==> config.mk <==
export PLATFORM = sky130hd
export DESIGN_NAME = pair_sum_index_finder
export DESIGN_NICKNAME = d
export VERILOG_FILES = /design/src/rtl/psf_pkg.sv /design/src/rtl/psf_store.sv /design/src/rtl/psf_cmp.sv /design/src/rtl/pair_sum_index_finder.sv
export SDC_FILE = /design/constraint.sdc
export NUM_CORES = 2
export LEC_CHECK = 0
export BUFFER_PORTS_ARGS = -buffer_cell sky130_fd_sc_hd__buf_4
export CAP_MARGIN = 20
export CORE_ASPECT_RATIO = 0.5
export CORE_MARGIN = 5
export CORE_UTILIZATION = 46
export CTS_BUF_LIST = sky130_fd_sc_hd__clkbuf_4 sky130_fd_sc_hd__clkbuf_8 sky130_fd_sc_hd__clkbuf_16
export CTS_CLUSTER_DIAMETER = 60
export DETAILED_ROUTE_END_ITERATION = 8
export PLACE_DENSITY = 0.58
export SKIP_CTS_REPAIR_TIMING = 1
export SLEW_MARGIN = 10
export SYNTH_ARGS = -nofsm -noshare
export SYNTH_HDL_FRONTEND = slang
export SYNTH_SLANG_ARGS = --single-unit
==> constraint.sdc <==
create_clock -name aclk -period 7.07 [get_ports aclk]
set_input_delay 0.707 -clock aclk [delete_from_list [all_inputs] [get_ports aclk]]
set_output_delay 0.707 -clock aclk [all_outputs]
set_load 0.1 [all_outputs]
==> src/rtl/psf_pkg.sv <==
// ----------------------------------------------------------------------------
// psf_pkg
// Shared constants, payload types and helpers for the pair sum index finder.
// ----------------------------------------------------------------------------
`default_nettype none

package psf_pkg;

    localparam int STORE_DEPTH = 64;
    localparam int DATA_W      = 32;
    localparam int ADDR_W      = (STORE_DEPTH > 1) ? $clog2(STORE_DEPTH) : 1;
    localparam int CNT_W       = $clog2(STORE_DEPTH + 1);
    localparam int OUT_IDX_W   = 6;
    localparam int STATUS_W    = 2;

    localparam logic [STATUS_W-1:0] ST_PAIR = 2'd0;
    localparam logic [STATUS_W-1:0] ST_NONE = 2'd1;
    localparam logic [STATUS_W-1:0] ST_LONG = 2'd2;

    typedef struct packed {
        logic signed [DATA_W-1:0] element;
        logic                     last_element;
    } in_t;

    typedef struct packed {
        logic [STATUS_W-1:0]  status;
        logic [OUT_IDX_W-1:0] first_index;
        logic [OUT_IDX_W-1:0] second_index;
    } out_t;

    // reduce an element index to the reported index width
    function automatic logic [OUT_IDX_W-1:0] to_out_idx(input logic [CNT_W-1:0] v);
        logic [CNT_W+OUT_IDX_W-1:0] wide;
        wide = {{OUT_IDX_W{1'b0}}, v};
        return wide[OUT_IDX_W-1:0];
    endfunction

endpackage

`default_nettype wire

==> src/rtl/psf_store.sv <==
// ----------------------------------------------------------------------------
// psf_store
// Element value store: one write port, one read port with registered data.
// ----------------------------------------------------------------------------
`default_nettype none

module psf_store
    import psf_pkg::*;
(
    input  wire logic              aclk,
    input  wire logic              wr_en,
    input  wire logic [ADDR_W-1:0] wr_addr,
    input  wire logic [DATA_W-1:0] wr_data,
    input  wire logic              rd_en,
    input  wire logic [ADDR_W-1:0] rd_addr,
    output logic      [DATA_W-1:0] rd_data
);

    logic [DATA_W-1:0] mem [STORE_DEPTH];

    always_ff @(posedge aclk) begin
        if (wr_en) begin
            mem[wr_addr] <= wr_data;
        end
    end

    always_ff @(posedge aclk) begin
        if (rd_en) begin
            rd_data <= mem[rd_addr];
        end
    end

endmodule

`default_nettype wire

==> src/rtl/psf_cmp.sv <==
// ----------------------------------------------------------------------------
// psf_cmp
// Shared compare unit: holds target minus element in 33-bit arithmetic and
// matches it against one stored value per cycle.
// ----------------------------------------------------------------------------
`default_nettype none

module psf_cmp
    import psf_pkg::*;
(
    input  wire logic              aclk,
    input  wire logic              load,
    input  wire logic [DATA_W-1:0] target,
    input  wire logic [DATA_W-1:0] element,
    input  wire logic [DATA_W-1:0] cand,
    output logic                   hit
);

    logic [DATA_W:0] rem_reg;

    always_ff @(posedge aclk) begin
        if (load) begin
            rem_reg <= {target[DATA_W-1], target} - {element[DATA_W-1], element};
        end
    end

    assign hit = ({cand[DATA_W-1], cand} == rem_reg);

endmodule

`default_nettype wire

==> src/rtl/pair_sum_index_finder.sv <==
// Timing: an element is accepted in S_IDLE, then S_SCAN reads the stored entries from the
//   newest down and compares each; a result passes S_EMIT before it is on m_.
// Throughput: s_ready is low outside S_IDLE, so a new element waits until the last is
//   done; set by the single store read port feeding the one comparator.
// Reset: synchronous, active low; clears control state and target_reg to 0.
//   Store contents are not cleared; the fill count marks which entries hold data.
// ----------------------------------------------------------------------------
// pair_sum_index_finder
// Two-sum search over a stream of array elements with a scanned value store.
// ----------------------------------------------------------------------------
`default_nettype none

module pair_sum_index_finder
    import psf_pkg::*;
(
    input  wire logic              aclk,
    input  wire logic              aresetn,
    input  wire logic              s_valid,
    output logic                   s_ready,
    input  wire in_t               s_data,
    output logic                   m_valid,
    input  wire logic              m_ready,
    output out_t                   m_data,
    input  wire logic              cfg_wr_en,
    input  wire logic [DATA_W-1:0] cfg_wr_data
);

    typedef enum logic [1:0] {
        S_IDLE,
        S_SCAN,
        S_EMIT
    } state_t;

    state_t            state_reg, state_next;
    logic [DATA_W-1:0] target_reg;
    logic [DATA_W-1:0] elem_reg, elem_next;
    logic              last_reg, last_next;
    logic [CNT_W-1:0]  count_reg, count_next;
    logic              pair_reg, pair_next;
    logic              ovf_reg, ovf_next;
    logic [ADDR_W-1:0] addr_reg, addr_next;
    logic              issue_reg, issue_next;
    logic              chk_valid_reg, chk_valid_next;
    logic [ADDR_W-1:0] chk_addr_reg, chk_addr_next;
    out_t              res_reg, res_next;
    logic              m_valid_reg, m_valid_next;
    out_t              m_data_reg, m_data_next;

    logic              wr_en;
    logic [ADDR_W-1:0] wr_addr;
    logic [DATA_W-1:0] wr_data;
    logic              rd_en;
    logic [DATA_W-1:0] rd_data;
    logic              cmp_load;
    logic              hit;

    psf_store u_store (
        .aclk    (aclk),
        .wr_en   (wr_en),
        .wr_addr (wr_addr),
        .wr_data (wr_data),
        .rd_en   (rd_en),
        .rd_addr (addr_reg),
        .rd_data (rd_data)
    );

    psf_cmp u_cmp (
        .aclk    (aclk),
        .load    (cmp_load),
        .target  (target_reg),
        .element (s_data.element),
        .cand    (rd_data),
        .hit     (hit)
    );

    assign s_ready = (state_reg == S_IDLE);
    assign m_valid = m_valid_reg;
    assign m_data  = m_data_reg;
    assign rd_en   = (state_reg == S_SCAN) && issue_reg;

    always_comb begin
        state_next     = state_reg;
        elem_next      = elem_reg;
        last_next      = last_reg;
        count_next     = count_reg;
        pair_next      = pair_reg;
        ovf_next       = ovf_reg;
        addr_next      = addr_reg;
        issue_next     = issue_reg;
        chk_valid_next = chk_valid_reg;
        chk_addr_next  = chk_addr_reg;
        res_next       = res_reg;
        m_valid_next   = m_valid_reg && !m_ready;
        m_data_next    = m_data_reg;
        wr_en          = 1'b0;
        wr_addr        = ADDR_W'(count_reg);
        wr_data        = elem_reg;
        cmp_load       = 1'b0;

        unique case (state_reg)
            S_IDLE: begin
                if (s_valid) begin
                    elem_next = s_data.element;
                    last_next = s_data.last_element;
                    cmp_load  = 1'b1;
                    if (pair_reg) begin
                        if (s_data.last_element) begin
                            count_next = '0;
                            pair_next  = 1'b0;
                            ovf_next   = 1'b0;
                        end
                    end else if (count_reg == CNT_W'(STORE_DEPTH)) begin
                        ovf_next = 1'b1;
                        if (s_data.last_element) begin
                            res_next   = '{status: ST_LONG, first_index: '0, second_index: '0};
                            count_next = '0;
                            ovf_next   = 1'b0;
                            state_next = S_EMIT;
                        end
                    end else if (count_reg == '0) begin
                        wr_en      = 1'b1;
                        wr_data    = s_data.element;
                        count_next = CNT_W'(1);
                        if (s_data.last_element) begin
                            res_next   = '{status: ST_NONE, first_index: '0, second_index: '0};
                            count_next = '0;
                            ovf_next   = 1'b0;
                            state_next = S_EMIT;
                        end
                    end else begin
                        addr_next      = ADDR_W'(count_reg - CNT_W'(1));
                        issue_next     = 1'b1;
                        chk_valid_next = 1'b0;
                        state_next     = S_SCAN;
                    end
                end
            end
            S_SCAN: begin
                chk_valid_next = issue_reg;
                chk_addr_next  = addr_reg;
                if (issue_reg) begin
                    if (addr_reg == '0) begin
                        issue_next = 1'b0;
                    end else begin
                        addr_next = addr_reg - ADDR_W'(1);
                    end
                end
                if (chk_valid_reg) begin
                    if (hit) begin
                        res_next = '{status: ST_PAIR,
                                     first_index: to_out_idx(CNT_W'(chk_addr_reg)),
                                     second_index: to_out_idx(count_reg)};
                        issue_next     = 1'b0;
                        chk_valid_next = 1'b0;
                        state_next     = S_EMIT;
                        if (last_reg) begin
                            count_next = '0;
                            pair_next  = 1'b0;
                            ovf_next   = 1'b0;
                        end else begin
                            pair_next = 1'b1;
                        end
                    end else if (chk_addr_reg == '0) begin
                        wr_en          = 1'b1;
                        count_next     = count_reg + CNT_W'(1);
                        issue_next     = 1'b0;
                        chk_valid_next = 1'b0;
                        state_next     = S_IDLE;
                        if (last_reg) begin
                            res_next   = '{status: (ovf_reg ? ST_LONG : ST_NONE),
                                           first_index: '0, second_index: '0};
                            count_next = '0;
                            ovf_next   = 1'b0;
                            state_next = S_EMIT;
                        end
                    end
                end
            end
            S_EMIT: begin
                if (!m_valid_reg || m_ready) begin
                    m_valid_next = 1'b1;
                    m_data_next  = res_reg;
                    state_next   = S_IDLE;
                end
            end
            default: begin
                state_next = S_IDLE;
            end
        endcase
    end

    always_ff @(posedge aclk) begin
        if (!aresetn) begin
            state_reg     <= S_IDLE;
            target_reg    <= '0;
            count_reg     <= '0;
            pair_reg      <= 1'b0;
            ovf_reg       <= 1'b0;
            issue_reg     <= 1'b0;
            chk_valid_reg <= 1'b0;
            m_valid_reg   <= 1'b0;
        end else begin
            state_reg     <= state_next;
            if (cfg_wr_en) begin
                target_reg <= cfg_wr_data;
            end
            count_reg     <= count_next;
            pair_reg      <= pair_next;
            ovf_reg       <= ovf_next;
            issue_reg     <= issue_next;
            chk_valid_reg <= chk_valid_next;
            m_valid_reg   <= m_valid_next;
        end
        elem_reg     <= elem_next;
        last_reg     <= last_next;
        addr_reg     <= addr_next;
        chk_addr_reg <= chk_addr_next;
        res_reg      <= res_next;
        m_data_reg   <= m_data_next;
    end

    // fill count never passes the store depth
    assert property (@(posedge aclk) disable iff (!aresetn)
        count_reg <= CNT_W'(STORE_DEPTH))
        else $error("fill count beyond store depth");

    // a scan only runs on a partly filled store
    assert property (@(posedge aclk) disable iff (!aresetn)
        (state_reg == S_SCAN) |-> (count_reg != '0) && (count_reg < CNT_W'(STORE_DEPTH)))
        else $error("scan with empty or full store");

    // checked entry always lies below the fill count
    assert property (@(posedge aclk) disable iff (!aresetn)
        (state_reg == S_SCAN) && chk_valid_reg |-> (CNT_W'(chk_addr_reg) < count_reg))
        else $error("checked entry not filled");

    // once a pair is reported no overflow can be flagged in the same array
    assert property (@(posedge aclk) disable iff (!aresetn)
        pair_reg |-> !ovf_reg)
        else $error("overflow after reported pair");

    // only a found pair carries indices
    assert property (@(posedge aclk) disable iff (!aresetn)
        m_valid && (m_data.status != ST_PAIR) |->
            (m_data.first_index == '0) && (m_data.second_index == '0))
        else $error("indices on a no-pair transaction");

endmodule

`default_nettype wire
-- Word-level counts from Yosys, hierarchy flattened
Memories as Yosys holds them, arrays and structs flattened. A register that Yosys moved wholly into a read port is not among the register bits.
Cells that the tools add are included.
- word-level logic and storage cells: 159
- register bits: 152
- input port bits: 70
- memories kept: 1
- RAM bits: 2048
- $add $sub $neg: 4
- reduce and logical (&&, ||, !) cells: 19
- multiplexer cells: 96
- equal/unequal tests: 20
- memories (name ; words ; width ; rd ports ; clocked after Yosys merged registers in ; wr ports ; RTL line ; RTL):
    u_store.mem ; 64 ; 32 ; 1 ; 1 ; 1 ; psf_store.sv:19 ; logic [DATA_W-1:0] mem [STORE_DEPTH];
- operator list (operator ; count):
    $mux W32 ; 5
    $mux W14 ; 10
    $mux W7 ; 10
    $mux W1 ; 45
    $mux W6 ; 6
    $eq A33 B33 Y1 ; 1
    $sub A32 B32 Y33 ; 1
    $pmux W14 S2 ; 1
    $mux W2 ; 11
    $ne A2 B2 Y1 const B ; 9
    $reduce_and A5 Y1 ; 3
    $pmux W7 S2 ; 1
    $logic_not A6 Y1 ; 2
    $ne A3 B3 Y1 const B ; 4
    $pmux W6 S2 ; 1
    $sub A6 B1 Y6 const B ; 2
    $pmux W1 S2 ; 5
    $reduce_and A9 Y1 ; 1
    $add A7 B1 Y7 const B ; 1
    $eq A7 B7 Y1 const B ; 1
    $logic_not A7 Y1 ; 1
    $reduce_and A7 Y1 ; 1
    $pmux W2 S3 ; 1
    $reduce_and A6 Y1 ; 1
    12 further kinds ; 15

-- Longest topological paths before layout
- depth after elaboration: 8
- depth in mapped cells: 12
- gate-level depth less buffers: 12

-- Cells and area by module
Synthesis repeated with hierarchy kept, for this count alone.
- cell total of the unflattened synthesis: 4250
- area, all modules: 87572.7 µm²
- modules (own cells, without submodules) (module ; cells each ; area each (µm²) ; times used ; seq. area each (µm²)):
    psf_store ; 3511 ; 79359.9 ; 1 ; 62459.9
    pair_sum_index_finder ; 384 ; 4977.3 ; 1 ; 3113.0
    psf_cmp ; 355 ; 3235.6 ; 1 ; 991.0

-- Least setup slack after synthesis
OpenSTA, ideal clock, no wires.
- path kind: reg2reg
- start: register count_reg[4]
- end: memory u_store.mem[0][31], data pin
- data arrival time: 4452 ps
- setup time: 702 ps
- period minus slack after synthesis: 5154 ps
- stages on the path, launching flop included: 9
- path slack: 1916 ps
- data required time: 6368 ps
- cells stage by stage: dfxtp_1 -> or3_1 -> buf_2 -> nor3b_4 -> nand3b_1 -> or4_1 -> buf_2 -> clkbuf_1 -> o21ai_0
- longest elaborated chain between the ends: 6
- ends and longest elaborated chain (item ; RTL line ; RTL):
    from (decl) ; pair_sum_index_finder.sv:38 ; logic [CNT_W-1:0] count_reg, count_next;
    from (signal assigned) ; pair_sum_index_finder.sv:207 ; count_reg <= count_next;
    $logic_not A7 Y1 ; pair_sum_index_finder.sv:120 ; end else if (count_reg == '0) begin
    $mux W32 ; pair_sum_index_finder.sv:120 ;
    $mux W32 * ; pair_sum_index_finder.sv:112 ; end else if (count_reg == CNT_W'(STORE_DEPTH)) begin
    $mux W32 * ; pair_sum_index_finder.sv:106 ; if (pair_reg) begin
    $mux W32 * ; pair_sum_index_finder.sv:102 ; if (s_valid) begin
    $mux W32 * ; pair_sum_index_finder.sv:100 ; unique case (state_reg)
    net u_store.wr_data[31] ; psf_store.sv:13 ; input wire logic [DATA_W-1:0] wr_data,
    to (decl) ; psf_store.sv:19 ;
The timed path passes the listed nets; every way through them passes the cells marked *.

-- Final worst setup path
- start: register count_reg[3]
- end: memory u_store.mem[7][9] (enable)
- longest elaborated chain between the ends: 8
- ends and longest elaborated chain (item ; RTL line ; RTL):
    $logic_not A7 Y1 ; pair_sum_index_finder.sv:120 ;
    $mux W1 ; pair_sum_index_finder.sv:120 ;
    $mux W1 ; pair_sum_index_finder.sv:112 ;
    $mux W1 ; pair_sum_index_finder.sv:106 ;
    $mux W1 ; pair_sum_index_finder.sv:102 ;
    $pmux W1 S2 ; pair_sum_index_finder.sv:100 ;
    $mux W1 ; psf_store.sv:22 ; if (wr_en) begin
    $mux W1 (implied by the code) ; psf_store.sv:23 ; mem[wr_addr] <= wr_data;
Parallel ways exist; a longest one is shown, timed or not.

==> results by group <==
Place
  – Dpl cells: 6260
  – Hpwl dp: 132 mm
  – Routability-driven placement congestion ratio: 0.869
  – Input/output buffers: 85

Timing
  – Final Max Tran Viols: 0
  – Setup-failing EPs final: 0
  – Final-report hold violation count: 0
  – Clk_skew: 0.0384 ns
  – Summed negative setup slack over all endpoints: 0 ns
  – Worst slew margin relative to its limit: 21.7%
  – Final worst path period share: 73.2%
  – Unrepaired setup endpoints after global routing: false
  – Top achievable clock speed: 193 MHz
  – Shortest clock period the worst path allows after layout: 5.17 ns
  – Pin slew with the least headroom to its limit: 1.17 ns

Worst setup path
  – Crit path capture type: flip-flop
  – Crit path DAT: 5.68 ns
  – Setup CP Type: flip-flop to flip-flop
  – Reg-to-reg slack, setup: 1.90 ns
  – Maximum net fanout on the critical path: 27
  – Critical Path Source Type: flip-flop
  – Required time of the critical path: 7.58 ns

Run
  – Number of max-capacitance violations reported: 0

Synthesis
  – Compound-cell area share of the yosys netlist: 1.23%
  – Synth area leaders: edfxtp_1, mux4_2, dfxtp_1, nor2_1, clkbuf_1
  – Synth Area in Simple Gates: 1.63%
  – Combinational family with the most area after synthesis: multiplexers
  – Number of instances in the synthesized netlist: 3739
  – Synthesized area: 86500 µm²
  – Largest area contributor in the netlist: edfxtp_1
  – Number of unique standard cell types used by synthesis: 66
  – Prevailing post-synth register cell: edfxtp_1
  – Portion of the post-synthesis area used by sequential elements: 77.0%
  – Top cell type's share of synthesized area: 75.9%
  – Mux cell area share after synthesis: 17.9%
  – Ys async rst share: 0%
  – Average cell area after synthesis: 23.1 µm²
  – Count of synthesis-stage warnings from yosys: 0
  – Adder and majority cell fraction of the synthesized area: 0.529%
  – Flop and latch count out of synthesis: 2232
  – Net count after synthesis: 3845
  – Number of enable flip-flop cells after synthesis: 2186
  – Fraction of synthesized cell area in xor and xnor cells: 0.648%

Finish
  – Share of post-route cells with drive strength above 1: 31.7%
  – Flip-flop count of the largest register after layout: 2048
  – Area growth from synthesis to final layout: 13.2%
  – Footprint of the multi-input gates: 19900 µm²
  – Most frequent cells in the layout: edfxtp_1, mux4_2, clkbuf_16
  – Most common library cell in the layout ignoring fill and taps: edfxtp_1
  – Post-layout utilization of the core: 52.4%
  – Finished Layout Cells: 6634
  – Area of all sequential standard cells: 66600 µm²
  – Nets@finish: 4070
  – Count of fill cells added during filler insertion: 14300

Floorplan
  – Total core area: 187000 µm²
  – Number of standard-cell rows in the floorplan: 112
  – Height of the chip: 317 µm
  – Starting density of the core: 46.3%
  – Area of the die: 197000 µm²
  – I/O pins: 86
  – Horiz. Die Dim: 623 µm

Drt
  – DRT antenna net count: 0
  – Routed len/inst: 32.5 µm
  – DRT Pass-1 Iters: 6
  – Vias post-DR: 40200
  – Average vias per placed instance: 6.06
  – DRC marker count from the first detailed-route iteration: 4859
  – Overall routed net length: 215 mm
  – DR DRC count: 0

Pwr
  – Peak ir drop on the vdd network: 0.208 mV
  – PwrDens: 285 nW/µm²
  – Cell leakage power: 30.9 nW

GRT
  – Gr usage total: 21.8%
  – Number of global-route vias before repair: 40200
  – Total congestion overflow after global routing: 0
  – Maximum number of pins on one net before global-route repair: 130
  – First-pass GRT wire length: 306 mm
  – Antenna violations before repair: 24

Run status
  – Run status: finished clean

Min path
  – Path category of the worst min-delay check: input port to flip-flop

CTS
  – Cts bufs inserted: 201
  – Cell at the root of the clock tree: clkbuf_16
  – CTS tree: built
  – Post-CTS clock slew at the launch and capture registers of the worst setup and hold paths: 0.06 ns
  – CTS Sinks: 2232
  – Largest buffer count on any clock path: 4
  – Latest clock arrival within the worst-skew pair: 0.84 ns
  – CTS H-tree lvls: 4
routing by layer:
layer	vias to the layer above	GRT usage (%)	wire, µm
li1	16400	-	-
met1	22000	33.6	94500
met2	1644	32.2	96200
met3	241	5.16	20600
met4	8	4.42	4110
met5	-	0	55
critical path, stage by stage, from the launching register on:
cell and delay (ns):
dfxtp_1 0.45, or3_1 0.73, nor3b_4 0.43, nand3b_1 0.13
or4_4 0.72, o21ai_2 0.19, nand2_1 0.69, nor2_4 1.10
buf_4 0.38
final timing paths:
path,to,cells after the start,from
max,u_store.mem[7][9],8,count_reg[3]
min,elem_reg[1],1,s_data[2]
max reg2reg,u_store.mem[7][9],8,count_reg[3]
min reg2reg,m_data[11],0,res_reg[11]
logic make-up (layout without fill, tap and decap cells):
group	count (synthesis)	after routing
and+or+nand+nor	300	300
xor gates and xnor gates	64	64
buffers and inverters	229	610
AOI/OAI and AO/OA	168	168
DFF	2232	2232
adders and majority gates	36	36
muxes	710	710
other	0	6
power breakdown:
group / internal, mW / total (mW) / switching [mW]
sequential: 15.0 / 15.0 / 0.0534
clock: 5.94 / 10.7 / 4.72
combinational: 0.710 / 2.22 / 1.51
synth_stat cells, types with 3 or more instances:
library cell / n
a21o_1: 18
nand2_1: 61
nor2b_1: 6
nand3_1: 11
a211o_1: 3
nor4_1: 10
xnor2_1: 23
nand2_2: 6
a21oi_1: 42
nand3b_1: 3
o41ai_1: 3
dfxtp_1: 46
o211ai_1: 6
buf_2: 50
o21a_1: 5
o31ai_1: 3
nand4_1: 4
and2_1: 4
clkbuf_1: 118
inv_1: 45
nor3_1: 13
o21ai_0: 55
or3_1: 3
mux2i_1: 37
a211oi_1: 4
and3_1: 20
o21bai_1: 4
mux4_2: 672
edfxtp_1: 2186
nand2b_1: 10
buf_1: 16
xor2_1: 41
nor3b_1: 3
a31oi_1: 3
or2_2: 3
nor2_1: 133
ha_1: 35
layout make-up:
type	count	area share [%]
sequential	2232	68.0
multi-input combinational	1278	20.3
clock buffer	253	5.58
tap	2508	3.20
timing repair buffer	206	1.93
clock inverter	106	0.872
inverter	45	0.172
antenna	6	0.0153
stage by stage:
stage          power [mW]  hold WS, ns  worst slack, ns  cell area, µm²
2_1_floorplan        16.6        0.400             1.92           86500
3_3_place_gp         17.5        0.403             2.10           91300
3_5_place_dp         17.6        0.406             2.00           91400
4_1_cts              28.2      0.00149             1.93           97800
5_1_grt              28.8       0.0147             1.79           97900
6_report             27.9       0.0644             1.90           98000
No activity file was read; power rests on OpenSTA's default activity.
